File: src/rtl/core/sll_pkg.sv
// ----------------------------------------------------------------------------
// sll_pkg
// Types, character codes and the single-byte lexing function shared by the
// subtitle line lexer modules.
// ----------------------------------------------------------------------------
package sll_pkg;

  typedef enum logic [9:0] {
    ST_START = 10'b00_0000_0001,
    ST_BOM0  = 10'b00_0000_0010,
    ST_BOM1  = 10'b00_0000_0100,
    ST_KW0   = 10'b00_0000_1000,
    ST_KW1   = 10'b00_0001_0000,
    ST_KW2   = 10'b00_0010_0000,
    ST_KW3   = 10'b00_0100_0000,
    ST_KW4   = 10'b00_1000_0000,
    ST_CR    = 10'b01_0000_0000,
    ST_SPACE = 10'b10_0000_0000
  } lex_state_t;

  localparam logic [2:0] TK_NEWLINE = 3'd0;
  localparam logic [2:0] TK_SPACE   = 3'd1;
  localparam logic [2:0] TK_KEYWORD = 3'd2;
  localparam logic [2:0] TK_BOM     = 3'd3;
  localparam logic [2:0] TK_BAD     = 3'd4;

  localparam logic REQ_DATA   = 1'b0;
  localparam logic REQ_FINISH = 1'b1;

  localparam logic [7:0] CH_BOM0 = 8'hEF;
  localparam logic [7:0] CH_BOM1 = 8'hBB;
  localparam logic [7:0] CH_BOM2 = 8'hBF;
  localparam logic [7:0] CH_CR   = 8'h0D;
  localparam logic [7:0] CH_LF   = 8'h0A;
  localparam logic [7:0] CH_SP   = 8'h20;
  localparam logic [7:0] CH_TAB  = 8'h09;
  localparam logic [7:0] CH_W    = 8'h57;
  localparam logic [7:0] CH_E    = 8'h45;
  localparam logic [7:0] CH_B    = 8'h42;
  localparam logic [7:0] CH_V    = 8'h56;
  localparam logic [7:0] CH_T    = 8'h54;

  localparam logic [1:0] BYTES_MAX = 2'd3;
  localparam logic [1:0] BOM_LEAD  = 2'd2;

  // result queue depth and the matching level width
  localparam int unsigned OQ_DEPTH = 4;
  localparam int unsigned OQ_AW    = $clog2(OQ_DEPTH);
  localparam int unsigned OQ_LW    = $clog2(OQ_DEPTH + 1);

  typedef struct packed {
    lex_state_t  st;
    logic [31:0] line;
    logic [31:0] col;
    logic [1:0]  bytes;
  } lex_ctx_t;

  typedef struct packed {
    lex_ctx_t   ctx;
    logic       emit;
    logic [2:0] kind;
    logic [7:0] bad;
    logic       again;
    logic       clr_tl;
  } lex_res_t;

  typedef struct packed {
    logic [2:0]  kind;
    logic [31:0] line;
    logic [31:0] col;
    logic [7:0]  bad;
    logic        last;
  } tok_t;

  typedef struct packed {
    tok_t       tok0;
    tok_t       tok1;
    logic [1:0] cnt;
    logic       at_start;
  } core_out_t;

  function automatic logic [31:0] sat_inc(input logic [31:0] v);
    return (v == 32'hFFFF_FFFF) ? v : v + 32'd1;
  endfunction

  // One pass over a data byte from the given context.
  function automatic lex_res_t lex_byte(input lex_ctx_t cur, input logic [7:0] c,
                                        input logic space_full);
    lex_res_t r;
    logic     mismatch;
    logic     is_blank;
    r          = '0;
    r.ctx      = cur;
    r.ctx.col  = sat_inc(cur.col);
    r.ctx.bytes = (cur.bytes == BYTES_MAX) ? BYTES_MAX : cur.bytes + 2'd1;
    r.kind     = TK_BAD;
    mismatch   = 1'b0;
    is_blank   = (c == CH_SP) || (c == CH_TAB);
    case (cur.st)
      ST_START: begin
        if (c == CH_W) begin
          r.ctx.st = ST_KW0;
        end else if (c == CH_BOM0) begin
          r.ctx.st = ST_BOM0;
        end else if (c == CH_LF) begin
          r.ctx.line = sat_inc(cur.line);
          r.ctx.col  = 32'd1;
          r.emit     = 1'b1;
          r.kind     = TK_NEWLINE;
        end else if (c == CH_CR) begin
          r.ctx.st = ST_CR;
        end else if (is_blank) begin
          r.ctx.st = ST_SPACE;
        end else begin
          mismatch = 1'b1;
        end
      end
      ST_BOM0: begin
        if (c == CH_BOM1) r.ctx.st = ST_BOM1;
        else mismatch = 1'b1;
      end
      ST_BOM1: begin
        if (c == CH_BOM2) begin
          if (cur.bytes == BOM_LEAD) begin
            // leading mark: drop it and restart the position
            r.ctx.col   = 32'd1;
            r.ctx.bytes = 2'd0;
            r.ctx.st    = ST_START;
            r.clr_tl    = 1'b1;
          end else begin
            r.emit = 1'b1;
            r.kind = TK_BOM;
          end
        end else begin
          mismatch = 1'b1;
        end
      end
      ST_KW0: begin
        if (c == CH_E) r.ctx.st = ST_KW1;
        else mismatch = 1'b1;
      end
      ST_KW1: begin
        if (c == CH_B) r.ctx.st = ST_KW2;
        else mismatch = 1'b1;
      end
      ST_KW2: begin
        if (c == CH_V) r.ctx.st = ST_KW3;
        else mismatch = 1'b1;
      end
      ST_KW3: begin
        if (c == CH_T) r.ctx.st = ST_KW4;
        else mismatch = 1'b1;
      end
      ST_KW4: begin
        if (c == CH_T) begin
          r.emit = 1'b1;
          r.kind = TK_KEYWORD;
        end else begin
          mismatch = 1'b1;
        end
      end
      ST_CR: begin
        r.again    = (c != CH_LF);
        r.ctx.line = sat_inc(cur.line);
        r.ctx.col  = 32'd1;
        r.emit     = 1'b1;
        r.kind     = TK_NEWLINE;
      end
      ST_SPACE: begin
        if (is_blank) begin
          if (space_full) begin
            r.emit = 1'b1;
            r.kind = TK_SPACE;
          end
        end else begin
          // push the byte back: undo its column step
          r.ctx.col = cur.col;
          r.again   = 1'b1;
          r.emit    = 1'b1;
          r.kind    = TK_SPACE;
        end
      end
      default: begin
        mismatch = 1'b1;
      end
    endcase
    if (mismatch) begin
      r.ctx.col = cur.col;
      r.emit    = 1'b1;
      r.kind    = TK_BAD;
      r.bad     = c;
    end
    if (r.emit) begin
      r.ctx.st = ST_START;
      r.clr_tl = 1'b1;
    end
    return r;
  endfunction

endpackage

File: src/rtl/core/subtitle_line_lexer.sv
// ----------------------------------------------------------------------------
// subtitle_line_lexer
// Byte tokenizer for a subtitle text header: newlines, blank runs, the
// WEBVTT keyword, byte order marks and bad tokens, with line and column.
//
//   channel  dir  handshake            payload
//   in_      in   in_valid/in_ready    in_req_type, in_byte_value
//   out_     out  out_valid/out_ready  out_token_kind, out_line_number,
//                                      out_column_number, out_bad_byte,
//                                      out_last_of_run
//
// One item a cycle while the result queue has room: an item is held in the
// input register, where the lexer pass (two passes for a pushed-back byte)
// runs into a four-entry result queue. An item may yield two tokens; the
// output port delivers one token per cycle while out_ready is high, so such
// items drain at the output rate. Reset returns the lexer to the start
// state, line 1, column 1, and empties the queue. An item waits in the input
// register until the queue has room for all its tokens.
// ----------------------------------------------------------------------------
module subtitle_line_lexer #(
  parameter int unsigned TOKEN_CAPACITY = 256
) (
  input  logic        clk,
  input  logic        rst_n,
  input  logic        in_valid,
  output logic        in_ready,
  input  logic        in_req_type,
  input  logic [7:0]  in_byte_value,
  output logic        out_valid,
  input  logic        out_ready,
  output logic [2:0]  out_token_kind,
  output logic [31:0] out_line_number,
  output logic [31:0] out_column_number,
  output logic [7:0]  out_bad_byte,
  output logic        out_last_of_run
);

  localparam int unsigned LW = sll_pkg::OQ_LW;

  logic               in_vld_r, in_vld_nxt;
  logic               in_req_r;
  logic [7:0]         in_byte_r;
  logic               consume;
  logic               pop;
  logic [LW-1:0]      level;
  logic [1:0]         push_cnt;
  sll_pkg::core_out_t core_res;
  sll_pkg::tok_t      head;

  // hold the item until every token it makes fits without counting pops
  assign consume  = in_vld_r &&
                    ((LW + 1)'(level) + (LW + 1)'(core_res.cnt) <=
                     (LW + 1)'(sll_pkg::OQ_DEPTH));
  assign in_ready = !in_vld_r || consume;
  assign push_cnt = consume ? core_res.cnt : 2'd0;
  assign pop      = out_valid && out_ready;
  assign in_vld_nxt = in_valid ? 1'b1 : (in_vld_r && !consume);

  always_ff @(posedge clk) begin
    if (!rst_n) begin
      in_vld_r <= 1'b0;
    end else begin
      in_vld_r <= in_vld_nxt;
    end
  end

  always_ff @(posedge clk) begin
    if (in_valid && in_ready) begin
      in_req_r  <= in_req_type;
      in_byte_r <= in_byte_value;
    end
  end

  sll_lex_core #(
    .TOKEN_CAPACITY(TOKEN_CAPACITY)
  ) u_core (
    .clk        (clk),
    .rst_n      (rst_n),
    .req_type   (in_req_r),
    .byte_value (in_byte_r),
    .commit     (consume),
    .res        (core_res)
  );

  sll_out_fifo u_fifo (
    .clk      (clk),
    .rst_n    (rst_n),
    .push_cnt (push_cnt),
    .tok0     (core_res.tok0),
    .tok1     (core_res.tok1),
    .pop      (pop),
    .level    (level),
    .head     (head)
  );

  assign out_valid         = (level != '0);
  assign out_token_kind    = head.kind;
  assign out_line_number   = head.line;
  assign out_column_number = head.col;
  assign out_bad_byte      = head.bad;
  assign out_last_of_run   = head.last;

  // a second token only follows a pushed-back CR or blank run
  a_pair_kind: assert property (@(posedge clk) disable iff (!rst_n)
    (consume && core_res.cnt == 2'd2) |->
      (core_res.tok0.kind == sll_pkg::TK_NEWLINE ||
       core_res.tok0.kind == sll_pkg::TK_SPACE) && !core_res.tok0.last)
    else $error("two-token item with unexpected first token");

  // end of input in the start state yields nothing
  a_eoi_idle: assert property (@(posedge clk) disable iff (!rst_n)
    (in_vld_r && in_req_r == sll_pkg::REQ_FINISH && core_res.at_start) |->
      core_res.cnt == 2'd0)
    else $error("end of input in start state produced a token");

  // queue level moves by exactly pushes minus pops
  a_level: assert property (@(posedge clk) disable iff (!rst_n)
    ##1 (level == $past(level) + LW'($past(push_cnt)) - LW'($past(pop))))
    else $error("result queue level mismatch");

endmodule

File: src/rtl/core/sll_lex_core.sv
// ----------------------------------------------------------------------------
// sll_lex_core
// Lexer state registers and next-state logic for one item: a byte gets one
// pass, a second from the start state if pushed back; finish ends any token.
// ----------------------------------------------------------------------------
module sll_lex_core #(
  parameter int unsigned TOKEN_CAPACITY = 256
) (
  input  logic                  clk,
  input  logic                  rst_n,
  input  logic                  req_type,
  input  logic [7:0]            byte_value,
  input  logic                  commit,
  output sll_pkg::core_out_t    res
);

  localparam int unsigned TLW = $clog2(TOKEN_CAPACITY);
  localparam logic [TLW-1:0] FULL_AT = TLW'(TOKEN_CAPACITY - 2);

  sll_pkg::lex_ctx_t ctx_r, ctx_nxt;
  logic [TLW-1:0]    tl_r, tl_nxt;

  sll_pkg::lex_res_t p1, p2;
  sll_pkg::lex_ctx_t eoi_ctx;
  logic [2:0]        eoi_kind;
  logic              two;
  sll_pkg::tok_t     t_p1, t_p2, t_eoi;

  always_comb begin
    p1 = sll_pkg::lex_byte(ctx_r, byte_value, tl_r >= FULL_AT);
    // a pushed-back byte always restarts from the start state with no run
    p2 = sll_pkg::lex_byte(p1.ctx, byte_value, 1'b0);

    eoi_ctx    = ctx_r;
    eoi_ctx.st = sll_pkg::ST_START;
    eoi_kind   = sll_pkg::TK_SPACE;
    if (ctx_r.st != sll_pkg::ST_SPACE) begin
      eoi_ctx.col   = 32'd1;
      eoi_ctx.bytes = 2'd0;
      eoi_kind      = sll_pkg::TK_BAD;
    end

    two   = p1.again && p2.emit;
    t_p1  = '{kind: p1.kind, line: p1.ctx.line, col: p1.ctx.col, bad: p1.bad, last: !two};
    t_p2  = '{kind: p2.kind, line: p2.ctx.line, col: p2.ctx.col, bad: p2.bad, last: 1'b1};
    t_eoi = '{kind: eoi_kind, line: eoi_ctx.line, col: eoi_ctx.col, bad: 8'd0, last: 1'b1};

    res.at_start = (ctx_r.st == sll_pkg::ST_START);
    res.tok1     = t_p2;
    if (req_type == sll_pkg::REQ_FINISH) begin
      res.tok0 = t_eoi;
      res.cnt  = res.at_start ? 2'd0 : 2'd1;
      ctx_nxt  = res.at_start ? ctx_r : eoi_ctx;
      tl_nxt   = '0;
    end else begin
      res.tok0 = t_p1;
      res.cnt  = two ? 2'd2 : {1'b0, p1.emit};
      if (p1.again) begin
        ctx_nxt = p2.ctx;
        tl_nxt  = p2.clr_tl ? '0 : TLW'(1);
      end else begin
        ctx_nxt = p1.ctx;
        tl_nxt  = p1.clr_tl ? '0 : tl_r + TLW'(1);
      end
    end
  end

  always_ff @(posedge clk) begin
    if (!rst_n) begin
      ctx_r.st    <= sll_pkg::ST_START;
      ctx_r.line  <= 32'd1;
      ctx_r.col   <= 32'd1;
      ctx_r.bytes <= 2'd0;
      tl_r        <= '0;
    end else if (commit) begin
      ctx_r <= ctx_nxt;
      tl_r  <= tl_nxt;
    end
  end

endmodule

File: src/rtl/core/sll_out_fifo.sv
// ----------------------------------------------------------------------------
// sll_out_fifo
// Small result queue: takes up to two tokens a cycle, delivers one a cycle on pop.
// ----------------------------------------------------------------------------
module sll_out_fifo (
  input  logic                          clk,
  input  logic                          rst_n,
  input  logic [1:0]                    push_cnt,
  input  sll_pkg::tok_t                 tok0,
  input  sll_pkg::tok_t                 tok1,
  input  logic                          pop,
  output logic [sll_pkg::OQ_LW-1:0]     level,
  output sll_pkg::tok_t                 head
);

  localparam int unsigned AW = sll_pkg::OQ_AW;
  localparam int unsigned LW = sll_pkg::OQ_LW;

  sll_pkg::tok_t mem [sll_pkg::OQ_DEPTH];
  logic [AW-1:0] wr_ptr_r, wr_ptr_nxt;
  logic [AW-1:0] rd_ptr_r, rd_ptr_nxt;
  logic [LW-1:0] level_r, level_nxt;

  always_comb begin
    wr_ptr_nxt = wr_ptr_r + AW'(push_cnt);
    rd_ptr_nxt = rd_ptr_r + AW'(pop);
    level_nxt  = level_r + LW'(push_cnt) - LW'(pop);
  end

  always_ff @(posedge clk) begin
    if (!rst_n) begin
      wr_ptr_r <= '0;
      rd_ptr_r <= '0;
      level_r  <= '0;
    end else begin
      wr_ptr_r <= wr_ptr_nxt;
      rd_ptr_r <= rd_ptr_nxt;
      level_r  <= level_nxt;
    end
  end

  always_ff @(posedge clk) begin
    if (push_cnt != 2'd0) mem[wr_ptr_r] <= tok0;
    if (push_cnt == 2'd2) mem[wr_ptr_r + AW'(1)] <= tok1;
  end

  assign level = level_r;
  assign head  = mem[rd_ptr_r];

endmodule
File: config.mk
export PLATFORM = sky130hd
export DESIGN_NAME = subtitle_line_lexer
export DESIGN_NICKNAME = d
export VERILOG_FILES = /design/src/rtl/core/sll_pkg.sv /design/src/rtl/core/subtitle_line_lexer.sv /design/src/rtl/core/sll_lex_core.sv /design/src/rtl/core/sll_out_fifo.sv
export SDC_FILE = /design/constraint.sdc
export NUM_CORES = 1
export LEC_CHECK = 0
export ABC_AREA = 1
export BUFFER_PORTS_ARGS = -buffer_cell sky130_fd_sc_hd__buf_2
export CORE_MARGIN = 1.5
export CORE_UTILIZATION = 32
export CTS_CLUSTER_SIZE = 14
export DETAILED_ROUTE_END_ITERATION = 6
export SYNTH_ARGS = -nofsm -noshare
export SYNTH_HDL_FRONTEND = slang
export SYNTH_HIERARCHICAL = 1
export SYNTH_SLANG_ARGS = --single-unit
File: constraint.sdc
create_clock -name clk -period 8.15 [get_ports clk]
set_input_delay 0.4075 -clock clk [delete_from_list [all_inputs] [get_ports clk]]
set_output_delay 0.4075 -clock clk [all_outputs]
set_load 0.02 [all_outputs]
# Word level (Yosys, flattened, before mapping)
# Memory sizes are Yosys's and may differ from the RTL's. A register that Yosys moved wholly into a read port is not among the register bits.
# Cells that the tools add are included.
dict set report op_classes {
  n_addsub 13
  order_cmp 2
  n_eq_ne 45
  n_mux 109
  bitwise_logic 1
  n_reduce_logical 19
}
# operator n
set ops {}
lappend ops {{$mux W64} 6}
lappend ops {{$mux W76} 4}
lappend ops {{$mux W10} 26}
lappend ops {{$mux W32} 8}
lappend ops {{$pmux W32 S4} 2}
lappend ops {{$pmux W10 S7} 2}
lappend ops {{$add A32 B1 Y32 const B} 4}
lappend ops {{$eq A32 B32 Y1 const B} 4}
lappend ops {{$pmux W32 S2} 2}
lappend ops {{$mux W34} 3}
lappend ops {{$mux W38} 2}
lappend ops {{$eq A8 B7 Y1 const B} 5}
lappend ops {{$pmux W4 S5} 2}
lappend ops {{$mux W4} 9}
lappend ops {{$mux W1} 26}
lappend ops {{$eq A8 B4 Y1 const B} 3}
lappend ops {{$eq A8 B8 Y1 const B} 3}
lappend ops {{$mux W12} 2}
lappend ops {{$mux W8} 3}
lappend ops {{$eq A10 B1 Y1 const B} 2}
lappend ops {{$eq A10 B10 Y1 const B} 2}
lappend ops {{$eq A10 B2 Y1 const B} 2}
lappend ops {{$eq A10 B3 Y1 const B} 2}
lappend ops {{$eq A10 B4 Y1 const B} 2}
lappend ops {{other kinds (33)} 63}
dict set report totals {
  regBits 101
  ramBits 304
  out_inout_bits 78
  mem_count 1
}
# memory depth word_bits rd rd_clocked_by_memory_dff wr line
set memory_table {}
lappend memory_table {u_fifo.mem 4 76 1 1 2 sll_out_fifo.sv:19} ;# sll_pkg::tok_t mem [sll_pkg::OQ_DEPTH];

# Depth between registers and ports, before layout
dict set report depth {
  ltp_word 25
  ltp_mapped 39
  ltp_nobuf 36
}

# By module
# Netlist, hierarchy kept.
# mod n_inst cells_per_inst area_per_inst_um2 seq_area_each_um2
set modules_own_cells {}
lappend modules_own_cells {sll_out_fifo 1 1699 15537.4 9268.9}
lappend modules_own_cells {sll_lex_core 1 2186 11647.4 1681.6}
lappend modules_own_cells {subtitle_line_lexer 1 40 475.5 290.3}

# Worst setup path after synthesis
# Ideal clock, no wire load.
dict set report synth_timing {
  path_type {reg2reg}
  startpoint {register in_byte_r[7]}
  endpoint {memory u_fifo/mem[0][0] in the netlist's numbering (enable)}
  setup_ps 768
  t_arrival_ps 5807
  path_slack_ps 1576
  stages_incl_launch_ff 32
  path_buffers 2
  synth_period_minus_slack_ps 6574
  path_cell_list {edfxtp_1 inv_1 nand2_1 nor2_1 nand2_1 nor2_1 nor2_1 nor2_2 nand4_2 nor2_1 inv_2 nor2_4 inv_2 nand4_1 nand3_2 inv_1 buf_2 nand2_1 nand2_1 inv_1 nor2_1 ha_1 inv_1 fa_1 nand2_1 nand3_2 nand2_4 nor3b_1 inv_1 nand4_2 clkbuf_1 nand2_1}
}
# element line
set synth_lines {}
lappend synth_lines {{start, declared} subtitle_line_lexer.sv:42} ;# logic [7:0] in_byte_r;
lappend synth_lines {{start signal, assigned} subtitle_line_lexer.sv:70} ;# in_byte_r <= in_byte_value;
lappend synth_lines {{end, declared} sll_out_fifo.sv:19}

==> results.md <==
* Die area at 0.0882 mm^2
* Initial antenna violation count at 6
* CTS tree: done
* Flops & latches, synth at 405
* Fin crit period at 7.13 ns
* Worst setup EP type: flop
* Setup ws final at 1.02 ns
* Clock-pin slew on the worst setup and hold paths at 0.06 ns
* Synth Net Count at 3,956
* Htree depth at 2
* Cts bufs inserted at 46
* Post-synthesis cell type count at 69
* Count leader, synth: nand2_1
* Residual DRC count at 0
* Top FF cell, synth: edfxtp_1
* Place WS at 1.11 ns
* Row count at 107
* Power Density at 202 mW/mm^2
* Clock sinks at 405
* Pin count of the biggest net entering global routing at 221
* Layout net count at 3,951
* First-pass GRT wire length at 147,000 um
* Post-synth ARST share at 0%
* Delay-heaviest family, CP: simple AND/OR/NAND/NOR gates
* Hold crit path type: in -> reg
* VDD IR max at 0.112 mV
* Type of the worst setup path: reg -> reg
* Gr usage total at 21.0%
* Wirelength per Cell at 18.6 um
* Number of synthesized flops with an enable pin at 313
* GRT overflow at 0
* Post-Route WL at 95,100 um
* Die height at 297 um
* Setup violations, final at 0
* Crit path from: in_byte_r[7]
* Buf/Inv on CP at 14
* ANT nets after route at 0
* Wire length on met2 at 41,000 um
* Slowest stage delay, CP at 0.55 ns
* Final Hold Viols at 0
* Syn avg cell area at 7.05 um^2
* Status: finished clean
* Setup Fix Bufs, Post-CTS at 0
* Top layer in use: met5
* Post-synthesis cell count at 3,925
* Top post-synthesis cells by count: nand2_1 (1,138), inv_1 (510), o21ai_0 (323), edfxtp_1 (313), nor2_1 (273)
* Clock Skew at 0.0262 ns
* Post-synth top area share at 34.0%
* Setup TNS at 0 ns
* Number of DRC markers in iteration 0 at 2,943
* Root buffer cell: clkbuf_16
* Routed met1 length at 44,300 um
* HPWL Detailed at 66,000 um
* DRT Pass-1 Iters at 6
* Layout cells sized above 1 at 9.50%
* Critical path arrival at 7.66 ns
* CP startpoint kind: flop
* Die width at 297 um
* Worst slew margin at 21.1%
* Unrepaired setup endpoints after global routing: no
* Starting density of the core at 32.4%
* Count of pins over their slew limit at 0
* Io pins at 91
* Clk Latency, worst-skew pair at 0.60 ns
* Synthesized cell area at 0.0277 mm^2
* Total power draw at 6.18 mW
* Yosys warning count at 6
* CTS max path bufs at 3
* Total of max-cap violations at 0
* Routability congestion estimate at 0.990
* Leakage Power at 11.5 nW
* Hold path start: in_req_type
* Via count at 26,500
* Fmax at 140 MHz
* I/O Buffers at 90
* CP max-delay cell: nor2_2
* Tightest Pin Transition at 1.18 ns
* Sequential-to-total area share from yosys stat at 40.6%
* Core area at 0.0854 mm^2
* Met3 wire len at 7430 um
* Vias in the first global route at 24,300
* Most used cell, CP: nor2_1
* Top post-synthesis cells by area: edfxtp_1 (34%), nand2_1 (15%), inv_1 (6.9%), dfxtp_1 (6.7%), o21ai_0 (5.8%)
* Vias per cell at 5.19
* Final worst path period share at 87.4%
* Hold Worst Slack at 0.0404 ns
* Crit Reg-Reg Startpoint: in_byte_r[7]
* Crit Path Max Fanout at 21
* Post-synth top area cell: edfxtp_1
* Area delta synth->final at 10.6%
* Req. time, crit path at 8.68 ns
==> power by group <==
part / switching [mW] / internal (mW)
Combinational: 1.25 / 0.440
Clock: 0.890 / 1.20
Sequential: 0.102 / 2.30
Total: 2.24 / 3.94
==> metal layers <==
layer | GRT usage [%] | vias up
met5 | 0 | -
met4 | 5.28 | 4
met3 | 2.91 | 132
met2 | 32.0 | 991
met1 | 31.1 | 12400
li1 | - | 13000
==> layout make-up <==
type                            instances  area, um^2
Antenna cell                            1        2.50
Clock buffer                           62        1240
Clock inverter                         24         244
Fill cell                            9213       54800
Inverter                              554        2090
Multi-Input combinational cell       2778       13500
Sequential cell                       405       11200
Tap cell                             1144        1430
Timing Repair Buffer                  135         833
==> path summary, 6_finish.rpt <==
path	end	slack, ns	depth (start not counted)
max	u_core/ctx_r[0]	1.02	38
min	in_req_r	0.04	1
max reg2reg	u_core/ctx_r[0]	1.02	38
min reg2reg	u_core/tl_r[5]	0.48	2
==> per-stage QoR <==
| stage | instance area [um^2] | utilization (%) | instances |
|---|---|---|---|
| 5_1_grt | 30600 | 35.8 | 5103 |
| 4_1_cts | 30600 | 35.8 | 5102 |
| 2_1_floorplan | 27700 | - | 3925 |
| 3_3_place_gp | 29000 | 34.0 | 5008 |
| 6_report | 30600 | 35.8 | 5103 |
| 3_5_place_dp | 29000 | 34.0 | 5008 |
==> worst register-to-register path: cells and delay by family, from the launching register on <==
| kind | cells | cell delay [ns] |
|---|---|---|
| fa+ha+maj | 2 | 0.65 |
| flops | 1 | 0.46 |
| compound gates | 1 | 0.17 |
| buf+inv | 14 | 2.38 |
| simple gates | 21 | 3.43 |
==> cells by family after synthesis <==
kind of cell / count (synthesis) / share of synthesized area (%)
AO/OA/AOI/OAI: 905 / 18.0
XOR/XNOR: 14 / 0.525
AND/OR/NAND/NOR: 1838 / 29.1
multiplexers: 1 / 0.0362
adder cells (fa/ha/maj): 18 / 0.869
buffers and inverters: 742 / 10.8
other: 2 / 0.0272
flip-flops: 405 / 40.6
==> layout by cell type (no fill, tap or decap), types with 34 or more instances in the layout <==
| cell | count |
|---|---|
| o21ai_0 | 323 |
| edfxtp_1 | 313 |
| nand4_1 | 68 |
| nand3_1 | 180 |
| nand2_1 | 1134 |
| inv_2 | 34 |
| nor2_1 | 271 |
| o21ai_1 | 212 |
| buf_2 | 90 |
| clkbuf_16 | 46 |
| o211ai_1 | 84 |
| inv_1 | 510 |
| a21oi_1 | 194 |
| buf_4 | 35 |
| dfxtp_1 | 90 |
| nor3_1 | 46 |
==> state kept, by name, indices dropped and copies added (netlist names), 2 cells and up <==
name,flops
in_byte_r,8
u_fifo/rd_ptr_r,2
u_core/tl_r,8
u_fifo/mem,304
u_fifo/level,3
u_core/ctx_r,76
u_fifo/wr_ptr_r,2
==> repair_timing <==
action / in CTS / in global routing
hold endpoints to repair: 8 / 0
gates resized for setup: 0 / 0
hold buffers: 8 / 0
endpoints found under the setup margin: 0 / 0
Note: power is estimated with default switching activity, not from simulation.
